--- src/rtl/ssf_pkg.sv ---
// shared types and constants of the servo command framer
`timescale 1ns / 1ps

package ssf_pkg;

  localparam int unsigned SLOTS = 13;
  localparam int unsigned POS_SLOTS = 13;
  localparam int unsigned MOVE_SLOTS = 10;

  localparam logic PROTO_POS_SPEED = 1'b0;
  localparam logic PROTO_MOVE_TIME = 1'b1;

  localparam logic [7:0] POS_HEADER = 8'hFF;
  localparam logic [7:0] POS_LENGTH = 8'h09;
  localparam logic [7:0] POS_INSTR_WRITE = 8'h03;
  localparam logic [7:0] POS_START_ADDR = 8'h2A;
  localparam logic [7:0] ZERO_BYTE = 8'h00;

  localparam logic [7:0] MOVE_HEADER = 8'h55;
  localparam logic [7:0] MOVE_LENGTH = 8'h07;
  localparam logic [7:0] MOVE_COMMAND = 8'h01;

  typedef struct packed {
    logic       vld;
    logic       last;
    logic [7:0] data;
  } ssf_slot_t;

endpackage

--- src/rtl/serial_servo_command_framer.sv ---
// servo command framer: one command in, its serial packet out byte by byte
//
// usage:
//   s_axis carries one command per transfer; tuser[0] selects the protocol
//   (0 = 13-byte position/speed write, 1 = 10-byte move-time write) and
//   tdata holds servo id, position and speed or time, low fields first.
//   m_axis carries one packet byte per transfer, tlast marks the checksum.
//   a command is loaded in parallel into a row of 13 byte cells; every
//   cycle the downstream side takes a byte the row moves one cell closer
//   to the output, so the row itself is the output register.
//   latency: the first byte is offered the cycle after the command transfer.
//   throughput: one byte per cycle leaves the cell row while the receiver
//   is ready; a new command is taken in the same cycle the checksum byte
//   leaves, so packets follow each other with no gap.
//   reset clears the valid and last flags of every cell; the row comes up empty and ready.
//   when the receiver stalls the row holds still and no new command is
//   taken until only the final byte remains and is being taken.
`timescale 1ns / 1ps

module serial_servo_command_framer (
  input  logic        clk_i,
  input  logic        rst_ni,
  input  logic        s_axis_tvalid_i,
  output logic        s_axis_tready_o,
  input  logic [39:0] s_axis_tdata_i,   // target_id[7:0], position[23:8], speed_or_time[39:24]
  input  logic        s_axis_tuser_i,   // protocol[0]
  output logic        m_axis_tvalid_o,
  input  logic        m_axis_tready_i,
  output logic [7:0]  m_axis_tdata_o,   // out_byte[7:0]
  output logic        m_axis_tlast_o
);

  ssf_pkg::ssf_slot_t [ssf_pkg::SLOTS-1:0] load_slots;
  ssf_pkg::ssf_slot_t [ssf_pkg::SLOTS-1:0] slot_w;
  ssf_pkg::ssf_slot_t [ssf_pkg::SLOTS-1:0] next_w;
  logic s_accept, m_accept, load, shift;

  ssf_packer u_packer (
    .protocol_i      (s_axis_tuser_i),
    .target_id_i     (s_axis_tdata_i[7:0]),
    .position_i      (s_axis_tdata_i[23:8]),
    .speed_or_time_i (s_axis_tdata_i[39:24]),
    .slots_o         (load_slots)
  );

  // ready once at most the head cell is full and it leaves this cycle
  assign s_axis_tready_o = !slot_w[1].vld && (!slot_w[0].vld || m_axis_tready_i);
  assign s_accept = s_axis_tvalid_i && s_axis_tready_o;
  assign m_accept = m_axis_tvalid_o && m_axis_tready_i;
  assign load     = s_accept;
  assign shift    = m_axis_tready_i || !slot_w[0].vld;

  for (genvar g = 0; g < ssf_pkg::SLOTS; g++) begin : g_cells
    if (g == ssf_pkg::SLOTS - 1) begin : g_tail
      assign next_w[g] = '0;
    end else begin : g_body
      assign next_w[g] = slot_w[g+1];
    end
    ssf_cell u_cell (
      .clk_i       (clk_i),
      .rst_ni      (rst_ni),
      .load_i      (load),
      .shift_i     (shift),
      .load_slot_i (load_slots[g]),
      .next_slot_i (next_w[g]),
      .slot_o      (slot_w[g])
    );
  end

  assign m_axis_tvalid_o = slot_w[0].vld;
  assign m_axis_tdata_o  = slot_w[0].data;
  assign m_axis_tlast_o  = slot_w[0].last;

  a_accept_offers_header: assert property (@(posedge clk_i) disable iff (!rst_ni)
    s_accept |=> m_axis_tvalid_o && !m_axis_tlast_o &&
      (m_axis_tdata_o == ($past(s_axis_tuser_i) ? ssf_pkg::MOVE_HEADER
                                                : ssf_pkg::POS_HEADER)))
    else $error("header byte not offered after command transfer");

  a_cells_packed: assert property (@(posedge clk_i) disable iff (!rst_ni)
    slot_w[1].vld |-> slot_w[0].vld && !slot_w[0].last)
    else $error("gap or early last in cell row");

  a_drained_after_last: assert property (@(posedge clk_i) disable iff (!rst_ni)
    (m_accept && m_axis_tlast_o && !s_accept) |=> !m_axis_tvalid_o)
    else $error("byte offered after checksum without a new command");

  a_ready_only_when_draining: assert property (@(posedge clk_i) disable iff (!rst_ni)
    (s_accept && m_axis_tvalid_o) |-> m_accept && m_axis_tlast_o)
    else $error("command taken while packet bytes remain");

endmodule

--- src/rtl/ssf_cell.sv ---
// one byte cell of the output shift chain
`timescale 1ns / 1ps

module ssf_cell (
  input  logic              clk_i,
  input  logic              rst_ni,
  input  logic              load_i,
  input  logic              shift_i,
  input  ssf_pkg::ssf_slot_t load_slot_i,
  input  ssf_pkg::ssf_slot_t next_slot_i,
  output ssf_pkg::ssf_slot_t slot_o
);

  logic       vld_q, vld_d;
  logic       last_q, last_d;
  logic [7:0] data_q, data_d;

  always_comb begin
    vld_d  = vld_q;
    last_d = last_q;
    data_d = data_q;
    if (load_i) begin
      vld_d  = load_slot_i.vld;
      last_d = load_slot_i.last;
      data_d = load_slot_i.data;
    end else if (shift_i) begin
      vld_d  = next_slot_i.vld;
      last_d = next_slot_i.last;
      data_d = next_slot_i.data;
    end
  end

  always_ff @(posedge clk_i or negedge rst_ni) begin
    if (!rst_ni) begin
      vld_q  <= 1'b0;
      last_q <= 1'b0;
    end else begin
      vld_q  <= vld_d;
      last_q <= last_d;
    end
  end

  always_ff @(posedge clk_i) begin
    data_q <= data_d;
  end

  assign slot_o = '{vld: vld_q, last: last_q, data: data_q};

endmodule

--- src/rtl/ssf_packer.sv ---
// builds the packet bytes and checksum of one command for a parallel load
`timescale 1ns / 1ps

module ssf_packer (
  input  logic                                    protocol_i,
  input  logic [7:0]                              target_id_i,
  input  logic [15:0]                             position_i,
  input  logic [15:0]                             speed_or_time_i,
  output ssf_pkg::ssf_slot_t [ssf_pkg::SLOTS-1:0] slots_o
);

  logic [7:0] pos_sum, move_sum;
  logic [7:0] bytes [ssf_pkg::SLOTS];
  logic [3:0] count;

  // modulo 256 sums from the id byte up to the last payload byte
  assign pos_sum = target_id_i + ssf_pkg::POS_LENGTH + ssf_pkg::POS_INSTR_WRITE
                 + ssf_pkg::POS_START_ADDR + position_i[7:0] + position_i[15:8]
                 + speed_or_time_i[7:0] + speed_or_time_i[15:8];
  assign move_sum = target_id_i + ssf_pkg::MOVE_LENGTH + ssf_pkg::MOVE_COMMAND
                  + position_i[7:0] + position_i[15:8]
                  + speed_or_time_i[7:0] + speed_or_time_i[15:8];

  always_comb begin
    for (int i = 0; i < ssf_pkg::SLOTS; i++) begin
      bytes[i] = ssf_pkg::ZERO_BYTE;
    end
    case (protocol_i)
      ssf_pkg::PROTO_POS_SPEED: begin
        count     = 4'(ssf_pkg::POS_SLOTS);
        bytes[0]  = ssf_pkg::POS_HEADER;
        bytes[1]  = ssf_pkg::POS_HEADER;
        bytes[2]  = target_id_i;
        bytes[3]  = ssf_pkg::POS_LENGTH;
        bytes[4]  = ssf_pkg::POS_INSTR_WRITE;
        bytes[5]  = ssf_pkg::POS_START_ADDR;
        bytes[6]  = position_i[7:0];
        bytes[7]  = position_i[15:8];
        bytes[8]  = ssf_pkg::ZERO_BYTE;
        bytes[9]  = ssf_pkg::ZERO_BYTE;
        bytes[10] = speed_or_time_i[7:0];
        bytes[11] = speed_or_time_i[15:8];
        bytes[12] = ~pos_sum;
      end
      ssf_pkg::PROTO_MOVE_TIME: begin
        count    = 4'(ssf_pkg::MOVE_SLOTS);
        bytes[0] = ssf_pkg::MOVE_HEADER;
        bytes[1] = ssf_pkg::MOVE_HEADER;
        bytes[2] = target_id_i;
        bytes[3] = ssf_pkg::MOVE_LENGTH;
        bytes[4] = ssf_pkg::MOVE_COMMAND;
        bytes[5] = position_i[7:0];
        bytes[6] = position_i[15:8];
        bytes[7] = speed_or_time_i[7:0];
        bytes[8] = speed_or_time_i[15:8];
        bytes[9] = ~move_sum;
      end
      default: begin
        count = '0;
      end
    endcase
  end

  always_comb begin
    for (int i = 0; i < ssf_pkg::SLOTS; i++) begin
      slots_o[i].vld  = (4'(i) < count);
      slots_o[i].last = (4'(i) == count - 4'd1);
      slots_o[i].data = bytes[i];
    end
  end

endmodule

--- config.mk ---
export PLATFORM = sky130hd
export DESIGN_NAME = serial_servo_command_framer
export DESIGN_NICKNAME = d
export VERILOG_FILES = /design/src/rtl/ssf_pkg.sv /design/src/rtl/serial_servo_command_framer.sv /design/src/rtl/ssf_cell.sv /design/src/rtl/ssf_packer.sv
export SDC_FILE = /design/constraint.sdc
export NUM_CORES = 1
export LEC_CHECK = 0
export BUFFER_PORTS_ARGS = -buffer_cell sky130_fd_sc_hd__buf_2
export CORE_MARGIN = 2
export CORE_UTILIZATION = 30
export DETAILED_ROUTE_END_ITERATION = 6
export PLACE_DENSITY = 0.45
export SYNTH_ARGS = -nofsm -noshare
export SYNTH_HDL_FRONTEND = slang
export SYNTH_SLANG_ARGS = --single-unit
--- constraint.sdc ---
create_clock -name clk_i -period 13.45 [get_ports clk_i]
set_input_delay 1.345 -clock clk_i [delete_from_list [all_inputs] [get_ports clk_i]]
set_output_delay 1.345 -clock clk_i [all_outputs]
set_load 0.05 [all_outputs]
# == Word-level counts from Yosys, hierarchy flattened ==
# Cells that the tools add are included.
# totals
reg_bits,130
in_bits,45
output_inout_bits,11
word_cells,168
# classes
n_addsub,14
magnitude_cmp,13
eq_ne,12
muxes,80
bitwise,3
reduce_logical,7
# ops
operator,n
two-way mux 8 bit,26
case mux 80 bit (2 select lines),1
adder 8 bit,8
two-way mux 1 bit,51
two-way mux 24 bit,1
== test 4 bit (first input constant),5
less-than comparator 4 bit (first input constant),5
== test 3 x 4 -> 1 bit (first input constant),4
less-than comparator 3 x 4 -> 1 bit (first input constant),4
inverter 8 bit,2
adder 8 x 1 -> 8 bit (second input constant),1
adder 8 x 2 -> 8 bit (second input constant),1
adder 8 x 3 -> 8 bit (second input constant),1
adder 8 x 4 -> 8 bit (second input constant),1
adder 8 x 6 -> 8 bit (second input constant),1
== test 2 x 4 -> 1 bit (first input constant),2
less-than comparator 1 x 4 -> 1 bit (first input constant),2
less-than comparator 2 x 4 -> 1 bit (first input constant),2
case mux 4 bit (2 select lines),1
== test 1 x 4 -> 1 bit (first input constant),1
logical NOT 4 bit,1
subtractor 4 x 1 -> 4 bit (second input constant),1
logical AND 1 bit,2
logical NOT 1 bit,2
3 further kinds,3

# == Depth between registers and ports, before layout ==
# Gate-level depths: netlist of the first run.
# depth
depth_word,10
mapped_depth,15
ltp_nobuf,15

# == Modules after synthesis ==
# From an unflattened synthesis of the first run, not the netlist that was laid out.
# unflattened
hier_cells,710
hier_area_um2,8784.7
# by_module_without_submodules
mod,instances,cells_each,area_per_inst_um2,seq_area_each_um2
ssf_cell,13,28,469.2,290.3
ssf_packer,1,341,2647.5,0.0
serial_servo_command_framer,1,5,37.5,0.0

# == Worst setup path before layout of the first run ==
# Ideal clock, no wire load.
# synth_path
kind,input port to flip-flop
start,input port m_axis_tready_i
end,"register g_cells[0].u_cell.data_q[0], enable pin"
arrival_time_ps,4653
t_required_ps,12941
path_slack_ps,8288
stages,4
n_path_buf,2
cell_sequence,nor2b_1 buf_2 inv_2 clkbuf_1
# synth_via
elab_chain_cells,4
# synth_rtl
element,line,source
start: declaration,serial_servo_command_framer.sv:28,"input logic m_axis_tready_i,"
logical OR 1 bit (*),"serial_servo_command_framer.sv:47, serial_servo_command_framer.sv:51",
logical AND 1 bit,serial_servo_command_framer.sv:47,assign s_axis_tready_o = !slot_w[1].vld && (!slot_w[0].vld || m_axis_tready_i);
logical AND 1 bit,serial_servo_command_framer.sv:48,assign s_accept = s_axis_tvalid_i && s_axis_tready_o;
nonzero test 2 bit (no line) (*),n/a,
end signal: assignment,ssf_cell.sv:44,data_q <= data_d;
end: declaration,ssf_cell.sv:16,"logic [7:0] data_q, data_d;"
# Mark *: on every way between the ends. The rest lies on a longest branch, timed or not.
# A chain may end at the register's enable or synchronous reset.

# == Worst setup path after layout of the first run ==
# layout_path
start,input port s_axis_tdata_i[2]
end,"register g_cells[9].u_cell.data_q[6], data pin"
# layout_via
elab_chain_cells,9
# layout_rtl
element,line,source
start: declaration,serial_servo_command_framer.sv:25,"input logic [39:0] s_axis_tdata_i,"
adder 8 x 3 -> 8 bit,ssf_packer.sv:20,assign move_sum = target_id_i + ssf_pkg::MOVE_LENGTH + ssf_pkg::MOVE_COMMAND
adder 8 x 1 -> 8 bit,ssf_packer.sv:20,
adder 8 bit (2 in series),ssf_packer.sv:21,+ position_i[7:0] + position_i[15:8]
adder 8 bit (2 in series),ssf_packer.sv:22,+ speed_or_time_i[7:0] + speed_or_time_i[15:8];
inverter 8 bit,ssf_packer.sv:56,bytes[9] = ~move_sum;
case mux 80 bit (2 select lines),ssf_packer.sv:28,case (protocol_i)
two-way mux 8 bit,ssf_cell.sv:22,if (load_i) begin
via g_cells[9].u_cell.data_d[6],ssf_cell.sv:16,
end signal: assignment,ssf_cell.sv:44,
end: declaration,ssf_cell.sv:16,
# The timed path passes the listed nets, and every way through them passes these cells. The select of a mux whose other input is x is not followed.

==> impl_metrics.env, run 1 <==
export IMPL_postCtsSetupBuffers=0
export IMPL_whs_ps=488
export IMPL_numCtsBuffers=17
export IMPL_syn2layout_area_growth_pct=17.3
export IMPL_use_met2_pct=20.2
export IMPL_synth_top_area_share_pct=44.6
export IMPL_worstSetupPathType="in2reg"
export IMPL_hold_class="reg2reg"
export IMPL_synth_edf_count=104
export IMPL_clockBufferDepth=2
export IMPL_grt_first_pass_wirelength_um=23900
export IMPL_hold_buffers=0
export IMPL_dieArea_um2=24600
export IMPL_yosys_area_share_simple_pct=15.1
export IMPL_fin_crit_ps=4270
export IMPL_synth_cells=645
export IMPL_async_flop_share_pct=19.4
export IMPL_dpl_instance_area_um2=7570
export IMPL_grt_max_degree=83
export IMPL_wire_per_inst_um=14.1
export IMPL_root_buffer="clkbuf_16"
export IMPL_netlist_area_um2=7000
export IMPL_p_total_mw=1.54
export IMPL_via_per_inst=4.38
export IMPL_vdd_drop_max_v=0.0000843
export IMPL_synth_area_per_cell_um2=10.8
export IMPL_ys_seq_area_share_pct=53.6
export IMPL_dr_pass1_iters=6
export IMPL_clkTransAtPathRegs_ps=60
export IMPL_tightest_slew_ps=1060
export IMPL_use_met3_pct=3.10
export IMPL_final_area_um2=8200
export IMPL_grt_overflow=0
export IMPL_cts_tree="done"
export IMPL_synth_nets=751
export IMPL_setup_tns_final_ps=0
export IMPL_nNetsFinal=797
export IMPL_routed_wl_um=14300
export IMPL_port_buffers=55
export IMPL_crit_arrival_ps=4430
export IMPL_ys_warn_count=0
export IMPL_core_um2=22800
export IMPL_fin_crit_sh_pct=31.7
export IMPL_finalSetupViolCount=0
export IMPL_top_usage_layer="met2"
export IMPL_fin_worst_skew_ps=8.81
export IMPL_dpl_hpwl_um=9590
export IMPL_fin_cells=1017
export IMPL_pwr_density_cell_nw_per_um2=188
export IMPL_final_util_pct=36.0
export IMPL_synth_xor_area_share_pct=2.52
export IMPL_yosys_area_share_adder_pct=14.8
export IMPL_relSlewSlack_pct=29.6
export IMPL_path_max_fanout=3
export IMPL_rows=55
export IMPL_synth_area_leaders="edfxtp_1 (45%), fa_1 (10%), dfrtp_1 (8.9%), nand2_1 (8.8%), ha_1 (4.5%)"
export IMPL_cap_violations=0
export IMPL_synthMostInstantiatedCell="nand2_1"
export IMPL_drcViolationCount=0
export IMPL_final_hold_viol_count=0
export IMPL_gp_congestion=0.753
export IMPL_outcome="finished, final reports clean"
export IMPL_synth_top_cell_by_area="edfxtp_1"
export IMPL_boundaryPins=56
export IMPL_synth_compound_area_share_pct=5.37
export IMPL_clk_latency_ps=420
export IMPL_setup_slack_ps=9180
export IMPL_cts_sinks=129
export IMPL_required_ps=13610
export IMPL_drt_iter0_drc=257
export IMPL_dp_slack_ps=8720
export IMPL_antenna_cells=0
export IMPL_use_met1_pct=17.1
export IMPL_die_x_um=157
export IMPL_vias=4451
export IMPL_fp_dieH_um=157
export IMPL_grt_pass1_vias=4643
export IMPL_max_clock_freq_mhz=234
export IMPL_grtUsageTotal_pct=12.7
export IMPL_dp_cells=985
export IMPL_antenna_found_initial=0
export IMPL_muxShareOfSynthArea_pct=2.29
export IMPL_drive_gt1_share_pct=13.5
export IMPL_netlist_top_cells_count="nand2_1 (164), edfxtp_1 (104), inv_1 (79)"
export IMPL_r2r_slack_ps=10300
export IMPL_rsz0062_at_grt="false"
export IMPL_initial_core_util_pct=30.7
export IMPL_finalMaxSlewViolations=0
export IMPL_postCtsResizedCells=0
export IMPL_end_kind="register"
export IMPL_critPathLaunchType="input port"
export IMPL_synth_ff_type="edfxtp_1"
export IMPL_ys_seq_elements=129
export IMPL_synth_cell_types=31
export IMPL_ant_nets=0
export IMPL_synth_top_family_by_area="simple AND/OR/NAND/NOR gates"
export IMPL_p_leak_nw=3.71
export IMPL_cts_max_level=4
## state kept, by name, indices dropped and copies added, names as in the netlist
register / flops
g_cells.u_cell.vld_q: 12
g_cells.u_cell.data_q: 104
g_cells.u_cell.last_q: 13
## worst max-delay path: stages
cell     delay, ps
buf_2           80
inv_1          110
fa_1           550
inv_1           50
fa_1           530
inv_1           60
fa_1           530
inv_1           40
ha_1           220
inv_1           80
fa_1           210
inv_1           50
a21o_1         170
a21oi_1        170
xnor2_1        130
o21ai_0        100
## cells in the final DEF, fill, tap and decap left out, types with 5 or more instances in the layout
| master | count |
|---|---|
| nand2_1 | 164 |
| edfxtp_1 | 104 |
| inv_1 | 79 |
| buf_2 | 55 |
| fa_1 | 36 |
| o21ai_0 | 29 |
| ha_1 | 25 |
| dfrtp_1 | 25 |
| nand3_1 | 23 |
| a21oi_1 | 19 |
| clkbuf_16 | 17 |
| mux2i_1 | 16 |
| nor2_1 | 14 |
| nand3b_1 | 13 |
| and2_1 | 13 |
| xnor2_1 | 12 |
| nand2b_1 | 11 |
| o31ai_1 | 7 |
| inv_6 | 5 |
| buf_4 | 5 |
## kinds of logic after synthesis
kind of cell / count (synthesis)
muxes: 16
xor gates and xnor gates: 17
AOI/OAI and AO/OA: 67
DFF: 129
adders and majority gates: 61
buffers and inverters: 113
and+or+nand+nor: 242
## layout make-up
type	instances	area [µm²]
Tap cell	313	392
Sequential cell	129	3750
Clock inverter	14	201
Fill cell	2300	14600
Inverter	80	303
Clock buffer	18	429
Timing Repair Buffer	60	313
Multi-Input combinational cell	403	2820
## worst paths after layout
check	startpoint	end	cells after the start
max	s_axis_tdata_i[2]	g_cells[9].u_cell.data_q[6]	16
min	g_cells[10].u_cell.vld_q	g_cells[10].u_cell.vld_q	2
max reg2reg	g_cells[0].u_cell.vld_q	g_cells[12].u_cell.data_q[4]	7
min reg2reg	g_cells[10].u_cell.vld_q	g_cells[10].u_cell.vld_q	2
max in group asynchronous	rst_ni	g_cells[8].u_cell.last_q	1
min in group asynchronous	rst_ni	g_cells[0].u_cell.last_q	1
## power by group
group          switching, mW  internal, mW  leakage (nW)  total, mW
sequential            0.0329         0.580          1.36      0.613
clock                  0.186         0.313         0.302      0.499
combinational          0.267         0.163          2.05      0.431
## layer usage
metal	vias to the layer above	part of all wire (%)
met4	0	1.3
met3	15	3.8
li1	2209	-
met1	2159	49
met5	-	0
met2	68	46
(Power assumes the default switching activity.)
==> inputs of run 2 (changes only) <==
==> constraint.sdc (replaced) <==
create_clock -name clk_i -period 4 [get_ports clk_i]
set_input_delay 0.4 -clock clk_i [delete_from_list [all_inputs] [get_ports clk_i]]
set_output_delay 0.4 -clock clk_i [all_outputs]
set_load 0.05 [all_outputs]
==> run 2 against run 1 <==
Compared with the run above: global-route usage grew 0.37 points; critical path depth is the same; register-to-register slack lost 9100 ps; via count grew 2.0%; die area is the same.
==> impl_metrics.env, run 2 (synthesis gave the netlist of run 1 again) <==
export IMPL_outcome="finished, final reports clean"
export IMPL_finalSetupViolCount=0
export IMPL_hold_class="in2reg"
export IMPL_crit_path_top_delay_cell="fa_1"
export IMPL_n_fill_cell=2297
export IMPL_fin_crit_sh_pct=83.0
export IMPL_max_clock_freq_mhz=301
export IMPL_clk_latency_ps=420
export IMPL_die_x_um=157
export IMPL_p_total_mw=5.05
export IMPL_top_register="g_cells.u_cell.data_q"
export IMPL_syn2layout_area_growth_pct=17.0
export IMPL_routed_wl_um=15100
export IMPL_vias=4540
export IMPL_rsz0062_at_grt="false"
export IMPL_grt_first_pass_wirelength_um=24800
export IMPL_mostFrequentLayoutCells="nand2_1 (164), edfxtp_1 (104), inv_1 (79)"
export IMPL_postCtsResizedCells=0
export IMPL_drt_iter0_drc=272
export IMPL_fp_dieH_um=157
export IMPL_critPathLaunchType="input port"
export IMPL_rows=55
export IMPL_critPathMostFrequentCell="inv_1"
export IMPL_final_common_cell="nand2_1"
export IMPL_p_leak_nw=3.73
export IMPL_cp_top_family="adder cells"
export IMPL_grtUsageTotal_pct=13.1
export IMPL_drive_gt1_share_pct=13.8
export IMPL_finalMaxSlewViolations=0
export IMPL_via_per_inst=4.44
export IMPL_clkTransAtPathRegs_ps=60
export IMPL_antenna_cells=0
export IMPL_boundaryPins=56
export IMPL_final_hold_viol_count=0
export IMPL_required_ps=4160
export IMPL_cp_cell_sequence="buf_2 > inv_1 > fa_1 > inv_1 > fa_1 > inv_1 > fa_1 > inv_1 > ha_1 > inv_1 > fa_1 > inv_1 > a21o_1 > a21oi_1 > xnor2_1 > o21ai_0"
export IMPL_relSlewSlack_pct=40.3
export IMPL_core_um2=22800
export IMPL_cts_max_level=4
export IMPL_grt_pass1_vias=4779
export IMPL_grt_max_degree=64
export IMPL_vdd_drop_max_v=0.000312
export IMPL_worst_path_buf_inv=7
export IMPL_fin_crit_ps=3320
export IMPL_port_buffers=55
export IMPL_dieArea_um2=24600
export IMPL_clockBufferDepth=2
export IMPL_cts_tree="done"
export IMPL_dr_pass1_iters=4
export IMPL_antenna_found_initial=0
export IMPL_numCtsBuffers=17
export IMPL_path_max_fanout=3
export IMPL_crit_arrival_ps=3480
export IMPL_ant_nets=0
export IMPL_end_kind="register"
export IMPL_pwr_density_cell_nw_per_um2=617
export IMPL_cts_sinks=129
export IMPL_fin_worst_skew_ps=5.37
export IMPL_initial_core_util_pct=30.7
export IMPL_nNetsFinal=802
export IMPL_largest_reg_flops=104
export IMPL_grt_overflow=0
export IMPL_setup_tns_final_ps=0
export IMPL_drcViolationCount=0
export IMPL_postCtsSetupBuffers=0
export IMPL_gp_congestion=0.769
export IMPL_top_regs="g_cells.u_cell.data_q: 104 flops, g_cells.u_cell.last_q: 13 flops, g_cells.u_cell.vld_q: 12 flops"
export IMPL_wire_per_inst_um=14.7
export IMPL_root_buffer="clkbuf_16"
export IMPL_max_stage_delay_ps=550
export IMPL_tightest_slew_ps=896
export IMPL_dpl_hpwl_um=10100
export IMPL_cap_violations=0
export IMPL_worstSetupPathType="in2reg"
## run 2: per-layer routing
metal	share of wire (%)	track usage, %	routed length, µm	vias up
met2	45	20.2	6780	65
met4	1.8	4.54	276	0
li1	-	-	-	2213
met3	3.5	3.10	524	21
met5	0	0	0	-
met1	50	18.1	7470	2241
## run 2: timing repair
item,in CTS,in global routing
setup endpoints to repair,0,0
endpoints found under the hold margin,25,0
hold buffers,1,0
## run 2: path summary, 6_finish.rpt
| check | endpoint | cells after the start | slack, ps | from |
|---|---|---|---|---|
| max in group asynchronous | g_cells[8].u_cell.last_q | 2 | 3090 | rst_ni |
| hold reg to reg | g_cells[7].u_cell.vld_q | 2 | 490 | g_cells[7].u_cell.vld_q |
| min in group asynchronous | g_cells[0].u_cell.last_q | 2 | 520 | rst_ni |
| hold / removal | g_cells[0].u_cell.vld_q | 2 | 250 | s_axis_tvalid_i |
| setup / recovery | g_cells[9].u_cell.data_q[6] | 16 | 680 | s_axis_tdata_i[2] |
| setup reg to reg | g_cells[12].u_cell.data_q[3] | 6 | 1230 | g_cells[0].u_cell.vld_q |
## run 2: area by class of cell
type | instances | area (µm²) | area share, %
inverter | 80 | 303 | 3.70
sequential | 129 | 3750 | 45.8
clock inverter | 10 | 67.6 | 0.825
timing repair buffer | 65 | 353 | 4.31
tap | 313 | 392 | 4.78
clock buffer | 22 | 508 | 6.20
multi-input combinational | 403 | 2820 | 34.4
## run 2: where the power goes
part	leakage [nW]	internal (mW)	total, mW	switching, mW
registers	1.36	1.95	2.06	0.114
clock network	0.292	0.907	1.52	0.611
logic	2.07	0.557	1.47	0.910
total	3.73	3.41	5.05	1.64
## run 2: stage by stage
| step | util [%] | hold WS (ps) | cells | setup slack, ps | area (µm²) |
|---|---|---|---|---|---|
| 2_1_floorplan | - | 104 | 645 | 570 | 7000 |
| 3_3_place_gp | 33.4 | 422 | 989 | 296 | 7600 |
| 3_5_place_dp | 33.4 | 433 | 989 | 243 | 7600 |
| 4_1_cts | 35.9 | 239 | 1022 | 681 | 8190 |
| 5_1_grt | 35.9 | 253 | 1022 | 478 | 8190 |
| 6_report | 35.9 | 248 | 1022 | 682 | 8190 |
==> inputs of run 3 (changes only) <==
--- a/config.mk
+++ b/config.mk
@@ -5,6 +5,7 @@
 export SDC_FILE = /design/constraint.sdc
 export NUM_CORES = 1
 export LEC_CHECK = 0
+export ABC_AREA = 1
 export BUFFER_PORTS_ARGS = -buffer_cell sky130_fd_sc_hd__buf_2
 export CORE_MARGIN = 2
 export CORE_UTILIZATION = 30
==> constraint.sdc (replaced) <==
create_clock -name clk_i -period 3.2 [get_ports clk_i]
set_input_delay 0.32 -clock clk_i [delete_from_list [all_inputs] [get_ports clk_i]]
set_output_delay 0.32 -clock clk_i [all_outputs]
set_load 0.05 [all_outputs]
==> run 3 against run 2 <==
Compared with the run above: combinational power increased by 38%; global-route usage decreased by 0.19 points; worst setup slack worse by 560 ps; utilization is 1.5 points higher; register-to-register slack lost 250 ps; non-clock buffer count increased by 36; clock power is 26% higher; sequential cell count did not move; sequential power is 26% higher; synthesized cell count is 2.6% higher; largest power group unchanged.
==> impl_metrics.env, run 3 <==
export IMPL_largest_reg_flops=104
export IMPL_initial_core_util_pct=30.7
export IMPL_drcViolationCount=0
export IMPL_numCtsBuffers=17
export IMPL_final_area_um2=8530
export IMPL_clk_latency_ps=410
export IMPL_drt_iter0_drc=211
export IMPL_port_buffers=55
export IMPL_dieArea_um2=24500
export IMPL_grtUsageTotal_pct=12.9
export IMPL_hold_depth=3
export IMPL_fp_dieH_um=157
export IMPL_cts_max_level=4
export IMPL_core_um2=22800
export IMPL_final_common_cell="nand2_1"
export IMPL_syn2layout_area_growth_pct=22.1
export IMPL_hold_class="in2reg"
export IMPL_fin_worst_skew_ps=11.7
export IMPL_r2r_start="g_cells[0].u_cell.vld_q"
export IMPL_mostFrequentLayoutCells="nand2_1 (152), inv_1 (127), edfxtp_1 (104)"
export IMPL_async_flop_share_pct=19.4
export IMPL_rows=55
export IMPL_dp_slack_ps=-318
export IMPL_r2r_cells=10
export IMPL_grt_max_degree=105
export IMPL_clockBufferDepth=2
export IMPL_antenna_cells=0
export IMPL_max_clock_freq_mhz=325
export IMPL_dr_pass1_iters=4
export IMPL_r2r_slack_ps=980
export IMPL_p_leak_nw=4.01
export IMPL_clkTransAtPathRegs_ps=60
export IMPL_pwr_density_cell_nw_per_um2=767
export IMPL_finalSetupViolCount=0
export IMPL_fin_crit_ps=3080
export IMPL_synth_ff_type="edfxtp_1"
export IMPL_die_x_um=157
export IMPL_fin_cells=1082
export IMPL_dp_cells=1049
export IMPL_top_regs="g_cells.u_cell.data_q: 104 flops, g_cells.u_cell.last_q: 13 flops, g_cells.u_cell.vld_q: 12 flops"
export IMPL_path_max_fanout=3
export IMPL_vdd_drop_max_v=0.000336
export IMPL_routed_wl_um=14700
export IMPL_ys_warn_count=0
export IMPL_outcome="finished, final reports clean"
export IMPL_synthMostInstantiatedCell="nand2_1"
export IMPL_rsz0062_at_grt="false"
export IMPL_cts_tree="done"
export IMPL_synth_area_per_cell_um2=10.6
export IMPL_min_from="s_axis_tvalid_i"
export IMPL_nNetsFinal=862
export IMPL_worstSetupPathType="in2reg"
export IMPL_grt_overflow=0
export IMPL_top_register="g_cells.u_cell.data_q"
export IMPL_synth_edf_count=104
export IMPL_via_per_inst=4.33
export IMPL_synth_nets=768
export IMPL_gp_congestion=0.778
export IMPL_fin_crit_sh_pct=96.1
export IMPL_tightest_slew_ps=909
export IMPL_end_kind="register"
export IMPL_root_buffer="clkbuf_16"
export IMPL_n_fill_cell=2281
export IMPL_synth_top_cell_by_area="edfxtp_1"
export IMPL_critPathLaunchType="input port"
export IMPL_antenna_found_initial=0
export IMPL_cts_sinks=129
export IMPL_synth_area_leaders="edfxtp_1 (45%), fa_1 (10%), dfrtp_1 (9.0%), nand2_1 (8.2%), inv_1 (7.1%)"
export IMPL_boundaryPins=56
export IMPL_finalMaxSlewViolations=0
export IMPL_synth_top_area_share_pct=44.7
export IMPL_netlist_top_cells_count="nand2_1 (153), inv_1 (132), edfxtp_1 (104)"
export IMPL_grt_first_pass_wirelength_um=24500
export IMPL_cap_violations=0
export IMPL_holdPathEnd="g_cells[0].u_cell.vld_q"
export IMPL_required_ps=3360
export IMPL_ant_nets=0
export IMPL_netlist_area_um2=6990
export IMPL_ys_seq_area_share_pct=53.6
export IMPL_setup_tns_final_ps=0
export IMPL_dpl_instance_area_um2=7920
export IMPL_whs_ps=140
export IMPL_vias=4689
export IMPL_relSlewSlack_pct=39.4
export IMPL_final_hold_viol_count=0
export IMPL_drive_gt1_share_pct=22.1
export IMPL_crit_arrival_ps=3230
export IMPL_grt_pass1_vias=4918
export IMPL_timing_rr_end="g_cells[9].u_cell.data_q[6]"
export IMPL_synth_cell_types=31
export IMPL_ys_seq_elements=129
export IMPL_p_total_mw=6.54
export IMPL_synth_cells=662
export IMPL_setup_slack_ps=124
export IMPL_dpl_hpwl_um=10100
export IMPL_wire_per_inst_um=13.6
export IMPL_final_util_pct=37.5
-- run 3: worst max path at each step --
stage / from / end / slack (ps) / cells after the start
2_1_floorplan: s_axis_tdata_i[18] / g_cells[9].u_cell.data_q[3] / -2 / 11
3_3_place_gp: s_axis_tdata_i[18] / g_cells[12].u_cell.data_q[6] / -300 / 14
3_5_place_dp: s_axis_tdata_i[18] / g_cells[12].u_cell.data_q[6] / -320 / 14
4_1_cts: s_axis_tdata_i[18] / g_cells[12].u_cell.data_q[6] / 90 / 14
5_1_grt: s_axis_tdata_i[18] / g_cells[12].u_cell.data_q[6] / 6 / 14
6_report: s_axis_tdata_i[18] / g_cells[12].u_cell.data_q[6] / 120 / 14
-- run 3: worst max-delay path: stages --
cell	delay [ps]
buf_2	100
clkinvlp_4	120
fa_1	470
fa_1	520
inv_1	60
fa_1	550
ha_2	210
inv_1	60
fa_1	350
inv_1	80
a21oi_1	60
o21ai_1	150
or2_2	130
a21oi_1	60
-- run 3: cell families after synthesis --
group / count (synthesis) / share of synthesized area [%]
buffers and inverters: 161 / 9.11
flip-flops: 129 / 53.6
AND/OR/NAND/NOR: 213 / 12.7
XOR/XNOR: 8 / 1.00
adder cells (fa/ha/maj): 61 / 14.8
AO/OA/AOI/OAI: 90 / 8.74
-- run 3: timing repair --
item	4_1_cts	5_1_grt
setup buffers	0	0
hold endpoints to repair	25	0
setup endpoints to repair	0	3
gates resized for setup	0	7
hold buffers	1	0
-- run 3: layout make-up --
class | count | area (µm²) | share of cell area [%]
Clock inverter | 9 | 65.1 | 0.763
Sequential cell | 129 | 3750 | 43.9
Inverter | 135 | 513 | 6.01
Tap cell | 313 | 392 | 4.59
Timing Repair Buffer | 101 | 661 | 7.74
Multi-Input combinational cell | 372 | 2630 | 30.8
Clock buffer | 23 | 522 | 6.12
-- run 3: report_power, final --
part	internal (mW)	switching (mW)
Combinational	0.811	1.22
Clock	1.16	0.751
Sequential	2.46	0.145
-- run 3: layer usage --
layer	share of wire [%]	GRT usage, %
met3	2.7	2.94
met2	46	20.6
met5	0	0
met1	50	17.5
met4	1.3	4.02
